$ cat src/sv/bdag_pkg.sv
// ----------------------------------------------------------------------------
// bdag_pkg
// shared types and constants of the block decomposition address generator
// ----------------------------------------------------------------------------
package bdag_pkg;

	localparam int ADDR_W    = 40;
	localparam int RANK_W    = 24;
	localparam int SIZE_W    = 13;
	localparam int PROCS_W   = 9;
	localparam int DIMS_W    = 2;
	localparam int VARS_W    = 5;
	localparam int VIDX_W    = 4;
	localparam int CFG_W     = 13;
	localparam int CFG_IDX_W = 3;
	localparam int NDIM      = 3;
	localparam int MUL_B_W   = 13;
	localparam int DIV_N_W   = 24;
	localparam int DIV_D_W   = 13;
	localparam logic [VARS_W-1:0] VARS_CAP = 5'd16;

	localparam logic KIND_START = 1'b0;
	localparam logic KIND_STEP  = 1'b1;

	typedef enum logic [1:0] {
		ST_OK       = 2'd0,
		ST_BAD_RANK = 2'd1,
		ST_NO_BLOCK = 2'd2,
		ST_EMPTY    = 2'd3
	} status_t;

	typedef enum logic [CFG_IDX_W-1:0] {
		CFG_NUM_DIMS  = 3'd0,
		CFG_SIZE0     = 3'd1,
		CFG_SIZE1     = 3'd2,
		CFG_SIZE2     = 3'd3,
		CFG_PROCS0    = 3'd4,
		CFG_PROCS1    = 3'd5,
		CFG_PROCS2    = 3'd6,
		CFG_NUM_VARS  = 3'd7
	} cfg_reg_t;

	typedef struct packed {
		logic              kind;
		logic [RANK_W-1:0] rank;
	} in_req_t;

	typedef struct packed {
		logic [ADDR_W-1:0] global_address;
		logic [ADDR_W-1:0] local_address;
		logic              last_word;
		status_t           status;
	} out_req_t;

endpackage

$ cat src/sv/bdag_div.sv
// ----------------------------------------------------------------------------
// bdag_div
// restoring divider, one quotient bit per cycle
// ----------------------------------------------------------------------------
module bdag_div import bdag_pkg::*; (
	input  logic               clk,
	input  logic               arst_n,
	input  logic               start,
	input  logic [DIV_N_W-1:0] dividend,
	input  logic [DIV_D_W-1:0] divisor,
	output logic               done,
	output logic [DIV_N_W-1:0] quot,
	output logic [DIV_D_W-1:0] rem
);
	localparam int CNT_W = $clog2(DIV_N_W + 1);

	logic [DIV_N_W-1:0] q_q;
	logic [DIV_D_W-1:0] r_q;
	logic [DIV_D_W-1:0] d_q;
	logic [CNT_W-1:0]   cnt_q;
	logic               busy_q;
	logic               done_q;
	logic [DIV_D_W:0]   trial;
	logic               fits;

	assign trial = {r_q, q_q[DIV_N_W-1]};
	assign fits  = trial >= {1'b0, d_q};

	always_ff @(posedge clk or negedge arst_n) begin
		if (!arst_n) begin
			busy_q <= 1'b0;
			done_q <= 1'b0;
			cnt_q  <= '0;
			q_q    <= '0;
			r_q    <= '0;
			d_q    <= '0;
		end else if (start) begin
			q_q    <= dividend;
			r_q    <= '0;
			d_q    <= divisor;
			cnt_q  <= CNT_W'(DIV_N_W);
			busy_q <= 1'b1;
			done_q <= 1'b0;
		end else if (busy_q) begin
			if (fits) begin
				r_q <= DIV_D_W'(trial - {1'b0, d_q});
			end else begin
				r_q <= trial[DIV_D_W-1:0];
			end
			q_q   <= {q_q[DIV_N_W-2:0], fits};
			cnt_q <= cnt_q - 1'b1;
			if (cnt_q == CNT_W'(1)) begin
				busy_q <= 1'b0;
				done_q <= 1'b1;
			end
		end else begin
			done_q <= 1'b0;
		end
	end

	assign done = done_q;
	assign quot = q_q;
	assign rem  = r_q;
endmodule

$ cat config.mk
export PLATFORM = sky130hd
export DESIGN_NAME = bdag_div
export DESIGN_NICKNAME = d
export VERILOG_FILES = /design/src/sv/bdag_pkg.sv /design/src/sv/bdag_div.sv
export SDC_FILE = /design/constraint.sdc
export NUM_CORES = 1
export LEC_CHECK = 0
export BUFFER_PORTS_ARGS = -buffer_cell sky130_fd_sc_hd__buf_4
export CAP_MARGIN = 20
export CELL_PAD_IN_SITES_DETAIL_PLACEMENT = 1
export CELL_PAD_IN_SITES_GLOBAL_PLACEMENT = 1
export CORE_MARGIN = 5
export CORE_UTILIZATION = 36
export CTS_CLUSTER_DIAMETER = 200
export DETAILED_ROUTE_END_ITERATION = 16
export HOLD_SLACK_MARGIN = 0.02
export PLACE_DENSITY_LB_ADDON = 0.1
export SETUP_SLACK_MARGIN = 0.4
export SLEW_MARGIN = 20
export SYNTH_ARGS = -nofsm -noshare
export SYNTH_HDL_FRONTEND = slang
export SYNTH_SLANG_ARGS = --single-unit
$ cat constraint.sdc
create_clock -name clk -period 2.3 [get_ports clk]
set_input_delay 0.345 -clock clk [delete_from_list [all_inputs] [get_ports clk]]
set_output_delay 0.345 -clock clk [all_outputs]
set_load 0.005 [all_outputs]
# Word-level counts from Yosys, hierarchy flattened
# Index checks and enable logic that the tools add are counted.
[word_totals] out_inout_bits=38 in_bits=40 register_bits=57
[op_classes] mux=13 magnitude_cmp=1 n_reduce_logical=1 eq_ne=2 addsub=2
[ops] cell="2-to-1 mux 24 bit" count=2
[ops] cell="2-to-1 mux 13 bit" count=3
[ops] cell=">= comparator 14 x 13 -> 1 bit" count=1
[ops] cell="subtractor 13 bit" count=1
[ops] cell="2-to-1 mux 5 bit" count=2
[ops] cell="2-to-1 mux 1 bit" count=6
[ops] cell="== test 5 x 1 -> 1 bit (second input constant)" count=1
[ops] cell="subtractor 5 x 1 -> 5 bit (second input constant)" count=1
[ops] cell="inequality test 3 x 2 -> 1 bit (second input constant)" count=1
[ops] cell="nonzero test 2 bit" count=1

# Logic depth before layout (Yosys ltp)
# Gate-level depths: netlist (run 1).
[logic_depth] ltp_word=4 depth_mapped=10 ltp_nobuf=9

# Least setup slack after synthesis (run 1)
# No wires, ideal clock.
[synth_path] path_kind="register to register" from="register q_q[23] (netlist: quot[23])" to="register r_q[9] (netlist: rem[9])" path_stages_with_launch=10 setup_ns=0.096 period_less_slack_ns=2.310 slack_ns=-0.010 t_arrival_ns=2.215 cell_sequence="dfrtp_1 inv_1 ha_1 fa_1 nand2b_2 a21oi_1 o31ai_2 a21o_1 a211o_1 a311oi_2"
[synth_between] elab_chain_cells=4 word_cells_on_any_way=5
[synth_lines] element="start, declared" line="bdag_div.sv:17" source="logic [DIV_N_W-1:0] q_q;"
[synth_lines] element="start signal, assigned" line="bdag_div.sv:38" source="q_q <= dividend;"
[synth_lines] element="start signal, assigned" line="bdag_div.sv:50" source="q_q <= {q_q[DIV_N_W-2:0], fits};"
[synth_lines] element="subtractor 13 bit or >= comparator 14 x 13 -> 1 bit (tied branches)" line="bdag_div.sv:46, bdag_div.sv:27"
[synth_lines] element="2-to-1 mux 13 bit (*)" line="bdag_div.sv:45" source="if (fits) begin"
[synth_lines] element="2-to-1 mux 13 bit (*)" line="bdag_div.sv:44" source="end else if (busy_q) begin"
[synth_lines] element="2-to-1 mux 13 bit (*)" line="bdag_div.sv:37" source="end else if (start) begin"
[synth_lines] element="end signal, assigned" line="bdag_div.sv:46" source="r_q <= DIV_D_W'(trial - {1'b0, d_q});"
[synth_lines] element="end signal, assigned" line="bdag_div.sv:48" source="r_q <= trial[DIV_D_W-1:0];"
[synth_lines] element="end, declared" line="bdag_div.sv:18" source="logic [DIV_D_W-1:0] r_q;"
# Mark *: on every way between the ends. The rest lies on a longest branch, timed or not. The select of a mux whose other input is x is not followed.
# A chain may end at the register's enable or synchronous reset.

# Final worst setup path (run 1)
[layout_path] from="register d_q[0]" to="register r_q[12] (netlist: rem[12])"
[layout_between] elab_chain_cells=4 word_cells_on_any_way=5
[layout_lines] element="start, declared" line="bdag_div.sv:19" source="logic [DIV_D_W-1:0] d_q;"
[layout_lines] element="start signal, assigned" line="bdag_div.sv:40" source="d_q <= divisor;"
[layout_lines] element="subtractor 13 bit or >= comparator 14 x 13 -> 1 bit (tied branches)" line="bdag_div.sv:46, bdag_div.sv:27"
[layout_lines] element="2-to-1 mux 13 bit (*)" line="bdag_div.sv:45"
[layout_lines] element="2-to-1 mux 13 bit (*)" line="bdag_div.sv:44"
[layout_lines] element="2-to-1 mux 13 bit (*)" line="bdag_div.sv:37"
# Marked as above.

==> results_dict.tcl, run 1 <==
set metrics [dict create \
    ys_top_cells_by_area "dfrtp_1, mux2i_1, o21ai_0" \
    finalCoreUtilization 0.4990 \
    drtIter0Drc 158 \
    totalWireLength_mm 9.725 \
    hpwl_mm 6.873 \
    fillers 1053 \
    finalSetupViolCount 0 \
    critical_path.cell_chain "ha_2 > fa_2 > nand2b_4 > buf_4 > a211oi_2 > nor3_2 > mux2_4 > o221ai_2 > o221ai_2" \
    relSlewSlack 0.4903 \
    track_usage 0.1773 \
    numPortBuffers 77 \
    grt_pass1_wl_mm 15.96 \
    worst_setup_path_end_kind "register" \
    cts_made_buffers 9 \
    clock-sinks 57 \
    synthTopCellsByCount "dfrtp_1, nand2_1, o21ai_0, nor2_1, mux2i_1" \
    io_pins 78 \
    htree_levels 3 \
    antenna_left 0 \
    required_ns 2.50 \
    startpoint_type "register" \
    rsz0062_at_grt "yes" \
    cp_max_fo 2 \
    drv_slew 0 \
    row_count 35 \
    cp_common_cell "o221ai_2" \
    viasPerCell 5.258 \
    outcome "complete, no violations" \
    max_stage_delay_ns 0.39 \
    drtPass1Iterations 4 \
    synth_top_cell_area_share 0.4330 \
    dr_total_vias 2976 \
    critPathArrivalTime_ns 2.43 \
    p_per_area_mw_per_mm2 981.1 \
    irDropWorstVdd_v 0.0003369 \
    fin_tns_setup_ns 0 \
    cts_buffer_depth 2 \
    pwr-share-comb 0.510 \
    drive_gt1_frac 0.3538 \
    path_clk_slew_ns 0.07 \
    reg2reg_from "d_q[0]" \
    clkPwrFrac 0.190 \
    yosysWarnings 0 \
    syn_area_mm2 0.003294 \
    avgSynthCellArea_um2 9.202 \
    dieArea_mm2 0.01116 \
    hold_class "in -> async" \
    synthCells 358 \
    r2r_slack_ns 0.07 \
    cap_violations 0 \
    worst_pin_slew_ns 0.7645 \
    critical_path_class "reg -> reg" \
    top_layer_used "met4" \
    whs_ns 0.07543 \
    routed-wl-met2_mm 4.664 \
    ys.flop_type "dfrtp_1" \
    clkLatencyLatePin_ns 0.33 \
    antenna_found_initial 0 \
    syn-num-nets 414 \
    nNetsFinal 506 \
    dp.cells 540 \
    wl_per_cell_um 17.18 \
    cts_tree "built" \
    wl_met3_um 305 \
    n_antenna_cell 0 \
    yosysTopAreaCell "dfrtp_1" \
    synth_edf_count 0 \
    drc 0 \
    fin_crit_sh 0.9689 \
    hold_viol 0 \
    core_mm2 0.009065 \
    intPower_mw 2.674 \
    place.gp.congestion 0.8427 \
    p_leak_nw 2.216 \
    start_util 0.3634 \
    area_delta_synth_final_pct 37.30 \
    die_h_um 105.7 \
    grt_overflow 0 \
    max_freq_mhz 448.7 \
    cp_slowest_cell "dfrtp_1" \
    grt_start_max_net_pins 58 \
    finalCriticalPeriod_ns 2.229 \
    clock_tree.root_cell "clkbuf_8" \
    yosysMostFrequentCell "dfrtp_1" \
    r2r_cells 9 \
    fin_cells 566 \
    grt_pass1_vias 3176 \
    die_x_um 105.7 \
    p_sw_mw 1.763 \
    skew_ns 0.009025 \
    synth.distinct_cells 51 \
    r2r_end "rem[12]" \
    ys_ff_latch 57 \
    switching_share 0.3974 \
    seqPwrFrac 0.300 \
    synth-async-reset-ratio 1.000 \
    m1WireLength_mm 4.633 \
    yosysSeqAreaShare 0.4330 \
]
timing repair:
action	4_1_cts	5_1_grt
hold buffers	0	0
pin swaps	18	13
resized for setup	20	13
buffers inserted	6	4
setup endpoints to repair	14	14
registers in the layout (all words and copies together) (netlist names):
register  count
d_q          13
cnt_q         5
done          1
busy_q        1
quot         24
rem          13
layout by cell type (no fill, tap or decap), types with 7 or more instances in the layout:
master    instances
ha_1              8
o21ai_0          39
a21oi_1          10
nand2_1          41
clkbuf_8         10
dfrtp_1          56
mux2i_1          25
xnor2_1           8
inv_1            20
nand3_1           7
buf_4            93
nor2_1           26
critical path, delay by kind of cell, from the launching register on:
kind / cells / cell delay, ns
adder cells (fa/ha/maj): 2 / 0.54
AO/OA/AOI/OAI: 3 / 0.49
flip-flops: 1 / 0.39
multiplexers: 1 / 0.30
AND/OR/NAND/NOR: 2 / 0.24
buffers and inverters: 1 / 0.14
worst max-delay path by stage:
stage | from | endpoint | slack [ns]
floorplan | quot[23] | rem[9] | 0.19
global placement | quot[23] | rem[9] | 0.15
detailed placement | quot[23] | rem[9] | 0.05
CTS | d_q[0] | rem[9] | 0.09
global route | d_q[0] | rem[7] | -0.05
finish | d_q[0] | rem[12] | 0.07
metrics by stage:
| step | setup WS (ns) | power [mW] | instance area, um2 |
|---|---|---|---|
| final | 0.07142 | 4.437 | 4523 |
| after global routing | -0.04826 | 4.765 | 4523 |
| after CTS | 0.08564 | 4.374 | 4417 |
| after detailed placement | 0.05134 | 3.287 | 4104 |
| after global placement | 0.1489 | 3.248 | 4104 |
| after floorplan | 0.1871 | 2.592 | 3362 |
power groups by stage:
stage	Combinational (mW)	Sequential, mW	Clock [mW]
2_1_floorplan	1.27	1.32	0
3_3_place_gp	1.91	1.33	0
3_5_place_dp	1.95	1.34	0
4_1_cts	2.17	1.32	0.881
5_1_grt	2.48	1.36	0.929
6_report	2.26	1.33	0.845
final cells by class:
type	count	area (um2)	area share
multi-input combinational	260	1899	0.4199
sequential	57	1428	0.3156
timing repair buffer	101	805.8	0.1781
clock buffer	11	141.4	0.03126
tap	111	138.9	0.03071
inverter	21	78.83	0.01743
clock inverter	5	31.28	0.006916
cells by family (layout without fill, tap and decap cells):
family,after synthesis,after routing,synth area share
DFF,57,57,0.4330
buffers and inverters,41,138,0.05127
adders and majority gates,16,16,0.06305
muxes,27,27,0.08279
and+or+nand+nor,107,107,0.1500
AOI/OAI and AO/OA,101,101,0.1960
xor gates and xnor gates,9,9,0.02393
per-layer routing:
| layer | track usage | vias up |
|---|---|---|
| met3 | 0.03246 | 10 |
| met2 | 0.2905 | 49 |
| met4 | 0.05550 | 0 |
| met1 | 0.2377 | 1461 |
| met5 | 0 | - |
| li1 | - | 1456 |
Power figures use the tool's default switching activity.
==> run 2, diff against run 1 <==
--- a/config.mk
+++ b/config.mk
@@ -5,14 +5,14 @@
 export SDC_FILE = /design/constraint.sdc
 export NUM_CORES = 1
 export LEC_CHECK = 0
-export BUFFER_PORTS_ARGS = -buffer_cell sky130_fd_sc_hd__buf_4
 export CAP_MARGIN = 20
 export CELL_PAD_IN_SITES_DETAIL_PLACEMENT = 1
 export CELL_PAD_IN_SITES_GLOBAL_PLACEMENT = 1
 export CORE_MARGIN = 5
-export CORE_UTILIZATION = 36
+export CORE_UTILIZATION = 43
 export CTS_CLUSTER_DIAMETER = 200
 export DETAILED_ROUTE_END_ITERATION = 16
+export DONT_BUFFER_PORTS = 1
 export HOLD_SLACK_MARGIN = 0.02
 export PLACE_DENSITY_LB_ADDON = 0.1
 export SETUP_SLACK_MARGIN = 0.4
==> run 2 against run 1 <==
  * Setup slack worse by 0.0018 ns
  * Critical path depth down 2
  * Sequential share of layout area up 4.4 points
  * First-iteration DRC count down 20%
  * Fmax about the same
  * Non-clock buffer count down 70
==> results_dict.tcl, run 2 (same netlist as run 1, synthesis figures left out) <==
set metrics [dict create \
    core_mm2 0.007607 \
    grt_overflow 0 \
    drtIter0Drc 126 \
    cp_slowest_cell "ha_2" \
    track_usage 0.2010 \
    crit_start "rem[5]" \
    outcome "complete, no violations" \
    cts_tree "built" \
    fin_area_mm2 0.003973 \
    clkPwrFrac 0.244 \
    dr_total_vias 2743 \
    cts_buffer_depth 2 \
    finalCriticalPeriod_ns 2.230 \
    critical_path_class "reg -> reg" \
    seqPwrFrac 0.302 \
    cp_max_fo 8 \
    die_x_um 97.53 \
    mostFrequentLayoutCells "dfrtp_1, nand2_1, o21ai_0, nor2_1, mux2i_1" \
    cap_violations 0 \
    totalWireLength_mm 9.445 \
    finalSetupViolCount 0 \
    finalCoreUtilization 0.5222 \
    startpoint_type "register" \
    met3_usage 0.05671 \
    pwr-share-comb 0.454 \
    path_delay_family "compound AO/OA/AOI/OAI gates" \
    largest_reg_flops 24 \
    nNetsFinal 436 \
    hpwl_mm 6.405 \
    clkLatencyLatePin_ns 0.34 \
    cp_num_buf_inv 0 \
    wl_per_cell_um 19.39 \
    critPathArrivalTime_ns 2.47 \
    numPortBuffers 0 \
    clock_tree.root_cell "clkbuf_8" \
    fin_crit_sh 0.9697 \
    max_freq_mhz 448.4 \
    relSlewSlack 0.5474 \
    drv_slew 0 \
    row_count 32 \
    drive_gt1_frac 0.2052 \
    dp_slack_ns 0.08791 \
    p_per_area_mw_per_mm2 1103 \
    irDropWorstVdd_v 0.0004558 \
    dieArea_mm2 0.009512 \
    skew_ns 0.01144 \
    met2_usage 0.3137 \
    hold_class "in -> reg" \
    fin_total_pwr_mw 4.380 \
    p_sw_mw 1.680 \
    htree_levels 3 \
    io_pins 78 \
    worst_setup_path_end_kind "register" \
    switching_share 0.3836 \
    multiInputGateArea_mm2 0.001827 \
    fillers 872 \
    grt_start_max_net_pins 96 \
    start_util 0.4331 \
    viasPerCell 5.632 \
    clock-sinks 57 \
    antenna_left 0 \
    place_area_mm2 0.003567 \
    hold_start "start" \
    hold_viol 0 \
    grt.met1_usage 0.2733 \
    grt_pass1_wl_mm 15.57 \
    n_antenna_cell 0 \
    required_ns 2.54 \
    drtPass1Iterations 5 \
    rsz0062_at_grt "yes" \
    max_stage_delay_ns 0.41 \
    fin_ws_ns 0.06966 \
    area_delta_synth_final_pct 20.58 \
    grt_pass1_vias 2877 \
    reg2reg_from "rem[5]" \
    intPower_mw 2.700 \
    cts_made_buffers 9 \
    worst_pin_slew_ns 0.6788 \
    place.gp.congestion 0.8440 \
    register_area_mm2 0.001428 \
    die_h_um 97.53 \
    critical_path.cell_chain "ha_2 > nand4_1 > nor3_1 > nor2_1 > a21o_1 > a211o_1 > a311oi_2" \
    busiest_layer "met2" \
    whs_ns 0.07581 \
    path_clk_slew_ns 0.07 \
    p_leak_nw 1.887 \
    drc 0 \
    antenna_found_initial 0 \
    final_common_cell "dfrtp_1" \
]
## run 2: changes by cell type in the layout (fill, tap and decap cells not counted), moves of 2 or more
cell       before  now
o221ai_2        3    1
a311oi_1        5    7
o21ai_2         6    4
o21ai_1         3    6
buf_6           6    3
buf_4          93   24
bufinv_16       0    2
a311oi_2        4    2
o221ai_1        0    2
## run 2: stage by stage
stage / setup TNS [ns] / instances
5_1_grt: -0.1863 / 487
6_report: 0 / 487
3_3_place_gp: 0 / 461
3_5_place_dp: 0 / 461
4_1_cts: 0 / 484
2_1_floorplan: 0 / 358
## run 2: layer usage
metal / vias up / routed length, um
met2: 64 / 4419
met1: 1360 / 4413
li1: 1310 / -
met3: 9 / 538
met4: 0 / 74
met5: - / 0
## run 2: path summary, 6_finish.rpt
| check | endpoint | slack, ns | depth (start not counted) |
|---|---|---|---|
| min | rem[5] | 0.08 | 1 |
| max in group asynchronous | busy_q | 1.48 | 2 |
| max reg2reg | rem[9] | 0.07 | 7 |
| max | rem[9] | 0.07 | 7 |
| min reg2reg | d_q[0] | 0.53 | 1 |
| min in group asynchronous | rem[7] | 0.52 | 2 |
## run 2: cell type report
cell class                 instances  area share
clock buffer                      11     0.03559
clock inverter                     5     0.01984
inverter                          21     0.01984
multi-input combinational        260      0.4598
sequential                        57      0.3594
tap                              102     0.03213
timing repair buffer              31     0.07339
## run 2: power by group through the flow
stage / clock network [mW] / logic (mW) / registers (mW)
floorplan: 0 / 1.27 / 1.32
global placement: 0 / 1.74 / 1.33
detailed placement: 0 / 1.77 / 1.34
CTS: 1.09 / 1.95 / 1.33
global route: 1.15 / 2.17 / 1.35
finish: 1.07 / 1.99 / 1.32
## run 2: repair_timing
action                                  in CTS  in global routing
pin swaps                                   13                  7
hold buffers                                 2                  0
endpoints found under the hold margin       57                  0
setup buffers                                5                  3
endpoints found under the setup margin      14                 14
resized for setup                           16                  2
