`src/sv/bdag_pkg.sv`:
```
// ----------------------------------------------------------------------------
// bdag_pkg
// shared types and constants of the block decomposition address generator
// ----------------------------------------------------------------------------
package bdag_pkg;

	localparam int ADDR_W    = 40;
	localparam int RANK_W    = 24;
	localparam int SIZE_W    = 13;
	localparam int PROCS_W   = 9;
	localparam int DIMS_W    = 2;
	localparam int VARS_W    = 5;
	localparam int VIDX_W    = 4;
	localparam int CFG_W     = 13;
	localparam int CFG_IDX_W = 3;
	localparam int NDIM      = 3;
	localparam int MUL_B_W   = 13;
	localparam int DIV_N_W   = 24;
	localparam int DIV_D_W   = 13;
	localparam logic [VARS_W-1:0] VARS_CAP = 5'd16;

	localparam logic KIND_START = 1'b0;
	localparam logic KIND_STEP  = 1'b1;

	typedef enum logic [1:0] {
		ST_OK       = 2'd0,
		ST_BAD_RANK = 2'd1,
		ST_NO_BLOCK = 2'd2,
		ST_EMPTY    = 2'd3
	} status_t;

	typedef enum logic [CFG_IDX_W-1:0] {
		CFG_NUM_DIMS  = 3'd0,
		CFG_SIZE0     = 3'd1,
		CFG_SIZE1     = 3'd2,
		CFG_SIZE2     = 3'd3,
		CFG_PROCS0    = 3'd4,
		CFG_PROCS1    = 3'd5,
		CFG_PROCS2    = 3'd6,
		CFG_NUM_VARS  = 3'd7
	} cfg_reg_t;

	typedef struct packed {
		logic              kind;
		logic [RANK_W-1:0] rank;
	} in_req_t;

	typedef struct packed {
		logic [ADDR_W-1:0] global_address;
		logic [ADDR_W-1:0] local_address;
		logic              last_word;
		status_t           status;
	} out_req_t;

endpackage

```
`src/sv/bdag_mul.sv`:
```
// ----------------------------------------------------------------------------
// bdag_mul
// shift-add multiplier, one multiplier bit per cycle, product wraps
// ----------------------------------------------------------------------------
module bdag_mul import bdag_pkg::*; (
	input  logic               clk,
	input  logic               arst_n,
	input  logic               start,
	input  logic [ADDR_W-1:0]  a,
	input  logic [MUL_B_W-1:0] b,
	output logic               done,
	output logic [ADDR_W-1:0]  prod
);
	localparam int CNT_W = $clog2(MUL_B_W + 1);

	logic [ADDR_W-1:0]  a_q;
	logic [MUL_B_W-1:0] b_q;
	logic [ADDR_W-1:0]  p_q;
	logic [CNT_W-1:0]   cnt_q;
	logic               busy_q;
	logic               done_q;

	always_ff @(posedge clk or negedge arst_n) begin
		if (!arst_n) begin
			busy_q <= 1'b0;
			done_q <= 1'b0;
			cnt_q  <= '0;
			a_q    <= '0;
			b_q    <= '0;
			p_q    <= '0;
		end else if (start) begin
			a_q    <= a;
			b_q    <= b;
			p_q    <= '0;
			cnt_q  <= CNT_W'(MUL_B_W);
			busy_q <= 1'b1;
			done_q <= 1'b0;
		end else if (busy_q) begin
			p_q   <= {p_q[ADDR_W-2:0], 1'b0} + (b_q[MUL_B_W-1] ? a_q : '0);
			b_q   <= {b_q[MUL_B_W-2:0], 1'b0};
			cnt_q <= cnt_q - 1'b1;
			if (cnt_q == CNT_W'(1)) begin
				busy_q <= 1'b0;
				done_q <= 1'b1;
			end
		end else begin
			done_q <= 1'b0;
		end
	end

	assign done = done_q;
	assign prod = p_q;
endmodule

```
`config.mk`:
```
export PLATFORM = sky130hd
export DESIGN_NAME = bdag_mul
export DESIGN_NICKNAME = d
export VERILOG_FILES = /design/src/sv/bdag_pkg.sv /design/src/sv/bdag_mul.sv
export SDC_FILE = /design/constraint.sdc
export NUM_CORES = 1
export LEC_CHECK = 0
export BUFFER_PORTS_ARGS = -buffer_cell sky130_fd_sc_hd__buf_4
export CAP_MARGIN = 20
export CORE_ASPECT_RATIO = 1.5
export CORE_MARGIN = 4
export CORE_UTILIZATION = 35
export DETAILED_ROUTE_END_ITERATION = 8
export SYNTH_ARGS = -nofsm -noshare
export SYNTH_HDL_FRONTEND = slang
export SYNTH_SLANG_ARGS = --single-unit
```
`constraint.sdc`:
```
create_clock -name clk -period 4 [get_ports clk]
set_clock_uncertainty 0.2 [all_clocks]
set_input_delay 0.6 -clock clk [delete_from_list [all_inputs] [get_ports clk]]
set_output_delay 0.6 -clock clk [all_outputs]
set_load 0.01 [all_outputs]
```
-- Word level (Yosys, flattened, before mapping)
Index checks and enable logic that the tools add are counted.
- divide/modulo/power cells: 0
- muxes and demuxes: 13
- shift-type cells: 0
- add/subtract/negate cells: 2
- multipliers: 0
- bitwise operators: 0
- equality and inequality tests: 2
- reductions and logical operators: 1
- magnitude comparators: 0
- operators by type and width (kind ; count):
    two-way mux 40 bit ; 3
    adder 40 bit ; 1
    two-way mux 13 bit ; 2
    two-way mux 4 bit ; 2
    two-way mux 1 bit ; 6
    equality test 4 x 1 -> 1 bit (second input constant) ; 1
    subtractor 4 x 1 -> 4 bit (second input constant) ; 1
    inequality test 3 x 2 -> 1 bit (second input constant) ; 1
    nonzero test 2 bit ; 1
- memories kept: 0
- bits of input ports: 56
- memory bits (read-only): 0
- latch bits: 0
- flip-flop bits (word level): 99
- bits in writable memories: 0
- word-level logic and storage cells: 24
- output and inout bits: 41

-- Longest topological paths before layout
Gate-level depths: netlist of run 1.
- depth after elaboration: 4
- depth in mapped cells: 12
- gate-level depth less buffers: 11

-- Worst setup path before layout of run 1
No wires, ideal clock.
- path type: reg-to-reg
- start point: register b_q[12]
- end point: register p_q[33], in the netlist prod[33]
- stages on the path, launching flop included: 13
- clock period less this slack: 3.383 ns
- data required time: 3.674 ns
- arrival: 3.057 ns
- buffers on the path: 1
- path slack: 0.617 ns
- library setup time: 0.126 ns
- path through: dfrtp_1 clkbuf_1 and2_1 ha_1 fa_1 a211oi_2 o21ai_2 or4b_4 a211o_1 a2111o_1 nand2_1 a311oi_1 a221o_1
- word-level cells in the longest chain between the ends: 4
- ends and longest elaborated chain (element ; RTL line ; RTL):
    start: declaration ; bdag_mul.sv:17 ; logic [MUL_B_W-1:0] b_q;
    start signal: assignment ; bdag_mul.sv:40 ; b_q <= {b_q[MUL_B_W-2:0], 1'b0};
    two-way mux 40 bit ; bdag_mul.sv:39 ; p_q <= {p_q[ADDR_W-2:0], 1'b0} + (b_q[MUL_B_W-1] ? a_q : '0);
    adder 40 bit ; bdag_mul.sv:39 ;
    two-way mux 40 bit ; bdag_mul.sv:38 ; end else if (busy_q) begin
    two-way mux 40 bit ; bdag_mul.sv:31 ; end else if (start) begin
    end signal: assignment ; bdag_mul.sv:39 ;
    end: declaration ; bdag_mul.sv:18 ; logic [ADDR_W-1:0] p_q;
No other way between the ends. The select of a mux whose other input is x is not followed.
A chain may end at the register's enable or synchronous reset.

-- Worst setup path in the final report of run 1
Ends and elaborated chain as after synthesis.

==> impl_metrics.sql, run 1 <==
INSERT INTO impl_metrics (metric_group, metric, value, unit) VALUES
('die', 'initial_core_util', '35.6', '%'),
('timing', 'fmaxAchievable', '0.284', 'GHz'),
('run_status', 'result_of_the_run', 'finished clean', ''),
('logic_synthesis', 'synth_area', '0.00638', 'mm^2'),
('cells_and_area', 'finalNetCount', '849', ''),
('setup_path', 'worstSetupPathType', 'reg2reg', ''),
('route', 'drt_iter0_drc', '144', ''),
('timing', 'tcrit_tclk_final', '88.2', '%'),
('run', 'timing.max_cap.violations', '0', ''),
('global_route', 'grt.overflow.total', '0', ''),
('logic_synthesis', 'post_synth_xor_area_fraction', '3.16', '%'),
('timing', 'finalMaxSlewViolations', '0', ''),
('logic_synthesis', 'synth_compound_gate_area_share', '16.7', '%'),
('placement', 'placed_cells', '958', ''),
('route', 'drtAntennaViolNets', '0', ''),
('clock_network', 'clock-root-buffer', 'clkbuf_16', ''),
('clock_network', 'clock_tree_from_tritoncts', 'yes', ''),
('power_and_ir_drop', 'ir_worst_vdd', '0.179', 'mV'),
('clock_network', 'tritoncts_num_sinks', '99', ''),
('setup_path', 'worst-endpoint-required', '4.04', 'ns'),
('logic_synthesis', 'post_synth_num_cell_types', '60', ''),
('logic_synthesis', 'synth-edff-count', '0', ''),
('cells_and_area', 'drive_above_1_share', '22.5', '%'),
('route', 'drt_pre_antenna_iters', '4', ''),
('timing', 'timing.final.setup_violations', '0', ''),
('timing', 'final-hold-violation-count', '0', ''),
('setup_path', 'timing.critical_path.arrival', '3.57', 'ns'),
('global_route', 'grt_use_total', '16.1', '%'),
('logic_synthesis', 'synth_fp_nets', '773', ''),
('clock_network', 'cts_post_setup_buffers_inserted', '0', ''),
('die', 'boundaryPins', '97', ''),
('route', 'drt-wirelength-per-cell', '16.7', 'um'),
('logic_synthesis', 'yosys_most_used_dff', 'dfrtp_1', ''),
('route', 'detail_route.drc_violations', '0', ''),
('placement', 'finalWeightedCongestion', '0.880', ''),
('global_route', 'first_global_vias', '5463', ''),
('clock_network', 'cts.path.max_buffers', '2', ''),
('die', 'placementRows', '60', ''),
('setup_path', 'crit_fanout', '18', ''),
('logic_synthesis', 'synth_mux_area_share', '11.4', '%'),
('power_and_ir_drop', 'total_power', '3.10', 'mW'),
('setup_path', 'endpoint_kind', 'register', ''),
('timing', 'grt_setup_unrepaired', 'false', ''),
('die', 'die_area', '0.0205', 'mm^2'),
('hold_path', 'holdCritPathClass', 'in2async', ''),
('clock_network', 'post_cts_hold_buffer_count', '0', ''),
('clock_network', 'clk-insertion-delay-late', '0.36', 'ns'),
('clock_network', 'ctsResizeCount', '0', ''),
('timing', 'worst_slew_pin_slew', '0.905', 'ns'),
('clock_network', 'htreeDepth', '3', ''),
('logic_synthesis', 'synth_simple_gate_area_share', '17.4', '%'),
('placement', 'dpl.hpwl', '12.1', 'mm'),
('timing', 'finalCriticalPeriod', '3.53', 'ns'),
('cells_and_area', 'layoutNonFillerInstCount', '974', ''),
('global_route', 'grt_start_max_net_pins', '82', ''),
('route', 'dr_total_vias', '5209', ''),
('clock_network', 'cts_buffers', '9', ''),
('global_route', 'grt_first_pass_wirelength', '27.0', 'mm'),
('timing', 'slew_headroom', '39.7', '%'),
('logic_synthesis', 'netlist_instances', '676', ''),
('global_route', 'antenna_found_initial', '0', ''),
('power_and_ir_drop', 'p_leak', '3.66', 'nW'),
('cells_and_area', 'filler_cell_count', '1798', ''),
('setup_path', 'cp-start-kind', 'register', ''),
('cells_and_area', 'syn2layout_area_growth', '17.9', '%'),
('die', 'core-area', '0.0179', 'mm^2'),
('logic_synthesis', 'synth-async-reset-ratio', '100', '%'),
('cells_and_area', 'post-route-cell-area', '0.00753', 'mm^2'),
('die', 'die_x', '118', 'um'),
('logic_synthesis', 'combinational_family_with_the_most_area_after_synthesis', 'simple AND/OR/NAND/NOR gates', ''),
('die', 'chipHeight', '173', 'um'),
('placement', 'place.port_buffers', '96', ''),
('logic_synthesis', 'avgSynthCellArea', '9.44', 'um^2'),
('logic_synthesis', 'synthesis.yosys.warnings', '0', ''),
('logic_synthesis', 'ys_seq_area_share', '38.8', '%'),
('logic_synthesis', 'yosys_register_bits', '99', ''),
('timing', 'final.setup.tns', '0', 'ns'),
('power_and_ir_drop', 'cellPowerDensity', '411', 'mW/mm^2'),
('logic_synthesis', 'synth_adder_area_share', '8.15', '%'),
('placement', 'area_of_placed_instances', '0.00723', 'mm^2'),
('clock_network', 'cts.reportedPaths.clkPinSlew', '0.07', 'ns'),
('cells_and_area', 'antenna_cells_inserted', '0', ''),
('route', 'drt_wl_total', '16.3', 'mm'),
('route', 'detail_route.vias_per_cell', '5.35', '');
cell type report:
| type | count | area (um^2) | area share [%] |
|---|---|---|---|
| Clock buffer | 10 | 229 | 3.04 |
| Clock inverter | 6 | 71.3 | 0.947 |
| Inverter | 13 | 48.8 | 0.648 |
| Multi-Input combinational cell | 525 | 3630 | 48.3 |
| Sequential cell | 99 | 2480 | 32.9 |
| Tap cell | 217 | 272 | 3.61 |
| Timing Repair Buffer | 104 | 793 | 10.5 |
layer usage:
layer	vias to the layer above	routed length, um	global-route usage (%)
li1	2589	-	-
met1	2499	6720	18.2
met2	96	8710	30.2
met3	25	486	2.81
met4	0	346	5.87
met5	-	0	0
power breakdown:
part           switching (mW)  internal, mW  total, mW
Clock                   0.408         0.491      0.899
Sequential              0.107          1.13       1.23
Combinational           0.517         0.445      0.962
Total                    1.03          2.06       3.10
kinds of logic after synthesis:
group           count (synthesis)
compound gates                170
xor+xnor                       23
fa+ha+maj                      41
buf+inv                        52
flops                          99
mux                            68
simple gates                  223
state kept, by name, summed over array words and instances, names as in the netlist:
name,flops
prod,40
done,1
b_q,13
a_q,40
busy_q,1
cnt_q,4
worst paths after layout:
check                      startpoint  endpoint  slack (ns)  cells after the start
max in group asynchronous      arst_n  prod[24]        2.47                      2
hold reg to reg               a_q[37]   a_q[37]        0.30                      1
setup / recovery              b_q[12]  prod[33]        0.47                     10
min in group clk                b[11]   b_q[11]        0.24                      3
setup reg to reg              b_q[12]  prod[33]        0.47                     10
hold / removal                 arst_n   a_q[33]        0.17                      1
placed cells by master, fill, tap and decap left out, types with 17 or more instances in the layout:
| cell | Yosys | final |
|---|---|---|
| mux2_2 | 40 | 40 |
| dfrtp_1 | 99 | 98 |
| xnor2_1 | 17 | 17 |
| ha_1 | 40 | 40 |
| nor2_1 | 60 | 60 |
| o21ai_0 | 47 | 47 |
| a21oi_1 | 53 | 53 |
| nand2_1 | 49 | 49 |
| buf_4 | 4 | 103 |
| mux2i_1 | 28 | 28 |
| and2_1 | 40 | 40 |
worst max-delay path, cell delays in order (launching register included):
cell      delay [ns]
dfrtp_1         0.44
buf_4           0.22
and2_1          0.15
ha_1            0.37
nand4_1         0.17
or4b_4          0.60
a211o_1         0.35
a2111o_1        0.44
nand2_1         0.11
a311oi_1        0.09
a221o_1         0.27
synthesized netlist by cell type, drive strengths merged, types with 4 or more instances:
cell / instances / area, um^2
nand3b: 6 / 45.0
xor2: 6 / 52.6
mux2: 40 / 450
a211oi: 8 / 65.1
nand2b: 7 / 43.8
nor2: 60 / 225
o21bai: 8 / 60.1
and2: 41 / 258
clkbuf: 27 / 119
a31oi: 5 / 31.3
dfrtp: 99 / 2480
buf: 10 / 82.6
nor4: 4 / 25.0
nand4: 15 / 93.8
o21ai: 48 / 244
mux2i: 28 / 280
a21o: 13 / 100
ha: 40 / 500
nand2: 49 / 184
a21oi: 54 / 274
inv: 13 / 48.8
nand3: 15 / 75.1
o211ai: 4 / 30.0
nor3: 11 / 55.1
xnor2: 17 / 149
per-stage QoR:
step                      utilization, %  hold WS (ns)  setup WS (ns)
after floorplan                        -         0.104          0.617
after global placement              40.3         0.285          0.511
after detailed placement            40.3         0.287          0.464
after CTS                           42.0         0.213          0.444
after global routing                42.0         0.255          0.249
final                               42.0         0.170          0.473
No activity file was read; power rests on OpenSTA's default activity.
==> inputs of run 2 (changes only) <==
--- a/config.mk
+++ b/config.mk
@@ -7,10 +7,14 @@
 export LEC_CHECK = 0
 export BUFFER_PORTS_ARGS = -buffer_cell sky130_fd_sc_hd__buf_4
 export CAP_MARGIN = 20
+export CELL_PAD_IN_SITES_DETAIL_PLACEMENT = 1
+export CELL_PAD_IN_SITES_GLOBAL_PLACEMENT = 2
 export CORE_ASPECT_RATIO = 1.5
 export CORE_MARGIN = 4
 export CORE_UTILIZATION = 35
 export DETAILED_ROUTE_END_ITERATION = 8
+export HOLD_SLACK_MARGIN = 0.02
+export PLACE_DENSITY_LB_ADDON = 0.1
 export SYNTH_ARGS = -nofsm -noshare
 export SYNTH_HDL_FRONTEND = slang
 export SYNTH_SLANG_ARGS = --single-unit
==> run 2 against run 1 <==
Sequential power about the same. First-iteration DRC count is 4.9% lower. Fmax is 3.1% lower. Die area unchanged.
==> impl_metrics.sql, run 2 (synthesis gave the netlist of run 1 again) <==
INSERT INTO impl_metrics (metric_group, metric, value, unit) VALUES
('timing', 'finalMaxSlewViolations', '0', ''),
('setup_path', 'cp-start-kind', 'register', ''),
('route', 'drt_pre_antenna_iters', '4', ''),
('timing', 'slew_headroom', '43.9', '%'),
('setup_path', 'ordered_list_of_cells_on_the_worst_path', 'buf_4, and2_1, ha_1, nand2_1, o21ai_0, a22oi_1, or4_1, a31oi_1, a21boi_0, o21ai_0, o311ai_0', ''),
('die', 'chipHeight', '173', 'um'),
('cells_and_area', 'layout_commonest_cell', 'buf_4', ''),
('clock_network', 'post_cts_hold_buffer_count', '0', ''),
('setup_path', 'cp_slowest_cell', 'or4_1', ''),
('route', 'drt_wl_total', '18.3', 'mm'),
('setup_path', 'critical-path-top-cell-by-count', 'o21ai_0', ''),
('cells_and_area', 'layout.cells.most_common_list', 'buf_4 (105), dfrtp_1 (98), nor2_1 (60)', ''),
('power_and_ir_drop', 'power_frac_clock', '28.8', '%'),
('timing', 'timing.final.setup_violations', '0', ''),
('route', 'drtAntennaViolNets', '0', ''),
('cells_and_area', 'syn2layout_area_growth', '18.1', '%'),
('power_and_ir_drop', 'internal_power', '2.02', 'mW'),
('clock_network', 'ctsResizeCount', '0', ''),
('clock_network', 'cts.path.max_buffers', '2', ''),
('clock_network', 'tritoncts_num_sinks', '99', ''),
('die', 'die_area', '0.0205', 'mm^2'),
('setup_path', 'worst-endpoint-required', '4.00', 'ns'),
('timing', 'fmaxAchievable', '0.275', 'GHz'),
('cells_and_area', 'finalNetCount', '851', ''),
('setup_path', 'rrSetupSlack', '0.36', 'ns'),
('power_and_ir_drop', 'ir_worst_vdd', '0.181', 'mV'),
('power_and_ir_drop', 'cellPowerDensity', '413', 'mW/mm^2'),
('clock_network', 'cts.reportedPaths.clkPinSlew', '0.08', 'ns'),
('clock_network', 'cts_post_setup_buffers_inserted', '0', ''),
('power_and_ir_drop', 'power_spent_charging_and_discharging_nets', '1.10', 'mW'),
('cells_and_area', 'layoutNonFillerInstCount', '976', ''),
('die', 'initial_core_util', '35.6', '%'),
('setup_path', 'critical-path-max-stage-delay', '0.59', 'ns'),
('setup_path', 'timing.critical_path.arrival', '3.64', 'ns'),
('cells_and_area', 'antenna_cells_inserted', '0', ''),
('die', 'boundaryPins', '97', ''),
('power_and_ir_drop', 'logic_gate_share_of_total_power', '31.5', '%'),
('route', 'detail_route.vias_per_cell', '5.49', ''),
('hold_path', 'holdCritPathClass', 'in2async', ''),
('timing', 'final-hold-violation-count', '0', ''),
('route', 'drt_iter0_drc', '137', ''),
('timing', 'tcrit_tclk_final', '91.0', '%'),
('placement', 'place.port_buffers', '96', ''),
('clock_network', 'cts_buffers', '9', ''),
('timing', 'grt_setup_unrepaired', 'false', ''),
('clock_network', 'clock-root-buffer', 'clkbuf_16', ''),
('route', 'drt-wirelength-per-cell', '18.8', 'um'),
('global_route', 'grt_start_max_net_pins', '63', ''),
('global_route', 'grt.overflow.total', '0', ''),
('route', 'dr_total_vias', '5354', ''),
('global_route', 'grt_first_pass_wirelength', '30.5', 'mm'),
('setup_path', 'worstSetupPathType', 'reg2reg', ''),
('timing', 'final.setup.tns', '0', 'ns'),
('clock_network', 'htreeDepth', '3', ''),
('timing', 'worst_slew_pin_slew', '0.841', 'ns'),
('die', 'placementRows', '60', ''),
('clock_network', 'clock_tree_from_tritoncts', 'yes', ''),
('cells_and_area', 'drive_above_1_share', '22.8', '%'),
('global_route', 'first_global_vias', '5849', ''),
('setup_path', 'crit_fanout', '23', ''),
('route', 'detail_route.drc_violations', '0', ''),
('die', 'die_x', '118', 'um'),
('clock_network', 'clk-insertion-delay-late', '0.36', 'ns'),
('die', 'core-area', '0.0179', 'mm^2'),
('global_route', 'grt_use_total', '18.3', '%'),
('setup_path', 'endpoint_kind', 'register', ''),
('placement', 'finalWeightedCongestion', '0.818', ''),
('placement', 'dpl.hpwl', '14.0', 'mm'),
('run', 'timing.max_cap.violations', '0', ''),
('placement', 'area_of_placed_instances', '0.00722', 'mm^2'),
('timing', 'finalCriticalPeriod', '3.64', 'ns'),
('power_and_ir_drop', 'seq_power_share', '39.7', '%'),
('run_status', 'result_of_the_run', 'finished clean', ''),
('cells_and_area', 'post-route-cell-area', '0.00754', 'mm^2'),
('power_and_ir_drop', 'power.switching_fraction', '35.2', '%'),
('power_and_ir_drop', 'p_leak', '3.68', 'nW'),
('cells_and_area', 'final_core_utilization', '42.0', '%'),
('global_route', 'antenna_found_initial', '0', ''),
('placement', 'placed_cells', '959', '');
run 2: changes by cell type in the layout (fill, tap and decap cells not counted):
cell,before,now
buf_6,0,1
bufinv_16,1,0
clkbuf_1,1,0
buf_12,1,0
clkinv_8,0,1
clkinvlp_4,2,1
inv_8,0,4
buf_4,103,105
inv_6,2,0
run 2: critical path: cells and delay by family (launching register included):
family          cells  cell delay (ns)
compound gates      6             1.46
buf+inv             1             0.21
fa+ha+maj           1             0.38
flops               1             0.40
simple gates        3             0.83
run 2: per-stage QoR:
| step | total power, mW | hold slack, ns | worst slack (ns) |
|---|---|---|---|
| after global placement | 2.23 | 0.286 | 0.499 |
| after CTS | 3.18 | 0.175 | 0.376 |
| after detailed placement | 2.26 | 0.289 | 0.356 |
| after floorplan | 1.90 | 0.104 | 0.617 |
| final | 3.12 | 0.139 | 0.362 |
| after global routing | 3.34 | 0.214 | 0.139 |
run 2: path summary, 6_finish.rpt:
path | to | start | cells past startpoint
max in group asynchronous | prod[2] | arst_n | 2
min in group clk | b_q[4] | b[4] | 3
worst max-delay path | prod[34] | b_q[12] | 11
worst min-delay path | a_q[21] | arst_n | 1
worst min register to register | a_q[5] | a_q[5] | 1
worst max register to register | prod[34] | b_q[12] | 11
run 2: layer usage:
| metal | GRT usage, % | routed length, um | share of wire [%] |
|---|---|---|---|
| met5 | 0 | 0 | 0 |
| met1 | 20.4 | 7380 | 40 |
| met3 | 2.71 | 501 | 2.7 |
| met4 | 7.14 | 459 | 2.5 |
| met2 | 34.7 | 9970 | 54 |
run 2: final cells by class:
class,instances,area (um^2)
well taps,217,272
clock inverters,7,77.6
fillers,2081,10400
inverters,13,48.8
multi-input cells,525,3630
flip-flops and latches,99,2480
clock buffers,9,225
repair buffers,106,800
run 2: power groups by stage:
stage               Combinational, mW  Sequential, mW  Clock (mW)
CTS                              1.00            1.24       0.936
detailed placement              0.995            1.26           0
global route                     1.10            1.26       0.975
finish                          0.981            1.24       0.898
global placement                0.973            1.26           0
floorplan                       0.645            1.25           0
==> inputs of run 3 (changes only) <==
--- a/config.mk
+++ b/config.mk
@@ -9,9 +9,9 @@
 export CAP_MARGIN = 20
 export CELL_PAD_IN_SITES_DETAIL_PLACEMENT = 1
 export CELL_PAD_IN_SITES_GLOBAL_PLACEMENT = 2
-export CORE_ASPECT_RATIO = 1.5
+export CORE_ASPECT_RATIO = 1.25
 export CORE_MARGIN = 4
-export CORE_UTILIZATION = 35
+export CORE_UTILIZATION = 30
 export DETAILED_ROUTE_END_ITERATION = 8
 export HOLD_SLACK_MARGIN = 0.02
 export PLACE_DENSITY_LB_ADDON = 0.1
==> run 3 against run 2 <==
Flip-flop and latch count stayed put. Non-clock buffer count down 1. First-iteration DRC count grew 0.73%. Total power is 2.0% higher. Clock power is 6.3% higher. Utilization fell by 5.5 points. Count of clock-buffer cells in the layout is the same. Cell count increased by 5.7%. Die area grew 16%. Final area increased by 1.1%. Fmax fell by 0.15%.
==> impl_metrics.sql, run 3 (synthesis gave the netlist of run 1 again) <==
INSERT INTO impl_metrics (metric_group, metric, value, unit) VALUES
('cells_and_area', 'finalNetCount', '850', ''),
('global_route', 'grt_first_pass_wirelength', '31.0', 'mm'),
('setup_path', 'cp_slowest_cell', 'or4b_4', ''),
('cells_and_area', 'final_core_utilization', '36.5', '%'),
('cells_and_area', 'filler_cell_count', '2404', ''),
('die', 'die_area', '0.0237', 'mm^2'),
('timing', 'worst_slew_pin_slew', '0.928', 'ns'),
('placement', 'finalWeightedCongestion', '0.771', ''),
('setup_path', 'endpoint_kind', 'register', ''),
('route', 'dr_total_vias', '5331', ''),
('hold_path', 'holdCritPathClass', 'in2async', ''),
('power_and_ir_drop', 'ir_worst_vdd', '0.193', 'mV'),
('route', 'drt-wirelength-per-cell', '18.0', 'um'),
('clock_network', 'post_cts_hold_buffer_count', '0', ''),
('run', 'timing.max_cap.violations', '0', ''),
('placement', 'place.port_buffers', '96', ''),
('setup_path', 'worst-path-buf-inv', '1', ''),
('power_and_ir_drop', 'p_leak', '3.69', 'nW'),
('clock_network', 'cts.path.max_buffers', '2', ''),
('global_route', 'antenna_found_initial', '0', ''),
('timing', 'final.setup.tns', '0', 'ns'),
('clock_network', 'cts_post_setup_buffers_inserted', '0', ''),
('route', 'detail_route.drc_violations', '0', ''),
('route', 'drt_wl_total', '18.6', 'mm'),
('setup_path', 'ordered_list_of_cells_on_the_worst_path', 'buf_4, and2_1, ha_1, nand4_1, or4b_4, a211o_1, a2111o_1, nand2_1, a311oi_1, a221o_1', ''),
('route', 'drt_iter0_drc', '138', ''),
('cells_and_area', 'antenna_cells_inserted', '0', ''),
('setup_path', 'critical-path-max-stage-delay', '0.61', 'ns'),
('die', 'core-area', '0.0209', 'mm^2'),
('clock_network', 'htreeDepth', '3', ''),
('die', 'placementRows', '59', ''),
('global_route', 'grt_start_max_net_pins', '64', ''),
('timing', 'finalMaxSlewViolations', '0', ''),
('timing', 'tcrit_tclk_final', '91.1', '%'),
('cells_and_area', 'layout_commonest_cell', 'buf_4', ''),
('setup_path', 'crit_fanout', '19', ''),
('setup_path', 'worstSetupPathType', 'reg2reg', ''),
('setup_path', 'cp-start-kind', 'register', ''),
('die', 'boundaryPins', '97', ''),
('global_route', 'grt.overflow.total', '0', ''),
('clock_network', 'cts.reportedPaths.clkPinSlew', '0.08', 'ns'),
('timing', 'timing.final.setup_violations', '0', ''),
('timing', 'finalCriticalPeriod', '3.64', 'ns'),
('global_route', 'grt_use_total', '16.0', '%'),
('route', 'drtAntennaViolNets', '0', ''),
('clock_network', 'clock_tree_from_tritoncts', 'yes', ''),
('die', 'die_x', '138', 'um'),
('timing', 'fmaxAchievable', '0.274', 'GHz'),
('timing', 'final-hold-violation-count', '0', ''),
('placement', 'dpl.hpwl', '13.9', 'mm'),
('clock_network', 'cts_buffers', '9', ''),
('power_and_ir_drop', 'cellPowerDensity', '417', 'mW/mm^2'),
('clock_network', 'ctsResizeCount', '0', ''),
('global_route', 'first_global_vias', '5955', ''),
('timing', 'grt_setup_unrepaired', 'false', ''),
('run_status', 'result_of_the_run', 'finished clean', ''),
('cells_and_area', 'layout.cells.most_common_list', 'buf_4 (104), dfrtp_1 (98), nor2_1 (60)', ''),
('cells_and_area', 'drive_above_1_share', '22.7', '%'),
('setup_path', 'critical_path.top_delay_family', 'compound AO/OA/AOI/OAI gates', ''),
('timing', 'finalHoldWorstSlack', '0.159', 'ns'),
('clock_network', 'clock-root-buffer', 'clkbuf_16', ''),
('route', 'drt_pre_antenna_iters', '4', ''),
('clock_network', 'clk-insertion-delay-late', '0.36', 'ns'),
('setup_path', 'worst-endpoint-required', '4.05', 'ns'),
('die', 'initial_core_util', '30.6', '%'),
('setup_path', 'timing.critical_path.arrival', '3.69', 'ns'),
('clock_network', 'tritoncts_num_sinks', '99', ''),
('die', 'chipHeight', '171', 'um'),
('cells_and_area', 'syn2layout_area_growth', '19.4', '%'),
('route', 'detail_route.vias_per_cell', '5.17', ''),
('timing', 'slew_headroom', '38.1', '%');
==> run 3: worst paths after layout <==
path,from,end,slack (ns),depth (start not counted)
worst max-delay path,b_q[12],prod[33],0.36,10
worst min-delay path,arst_n,a_q[29],0.16,1
max in group asynchronous,arst_n,a_q[5],2.77,2
min in group clk,b[11],b_q[11],0.24,3
worst max register to register,b_q[12],prod[33],0.36,10
worst min register to register,a_q[36],a_q[36],0.31,1
==> run 3: final cells by class <==
cell class	instances	area (um^2)	area share (%)
clock buffers	9	225	2.95
flip-flops and latches	99	2480	32.5
inverters	13	48.8	0.640
well taps	274	343	4.50
clock inverters	7	91.3	1.20
repair buffers	105	801	10.5
multi-input cells	525	3630	47.7
==> run 3: per-stage QoR <==
step	setup WS [ns]	total power, mW	instances	instance area, um^2
2_1_floorplan	0.617	1.90	676	6380
3_3_place_gp	0.435	2.24	1016	7310
3_5_place_dp	0.331	2.26	1016	7310
4_1_cts	0.329	3.24	1032	7620
5_1_grt	0.142	3.40	1032	7620
6_report	0.356	3.18	1032	7620
==> run 3: layer usage <==
layer / GRT usage [%] / vias to the layer above / part of all wire, %
met5: 0 / - / 0
met4: 4.34 / 0 / 1.6
met3: 3.05 / 19 / 2.9
met2: 29.0 / 90 / 51
met1: 19.6 / 2637 / 44
li1: - / 2585 / -
==> run 3: power breakdown <==
group / total (mW) / switching [mW] / internal, mW / leakage, nW
logic: 0.984 / 0.537 / 0.447 / 2.30
clock network: 0.955 / 0.451 / 0.504 / 0.157
registers: 1.24 / 0.111 / 1.13 / 1.23
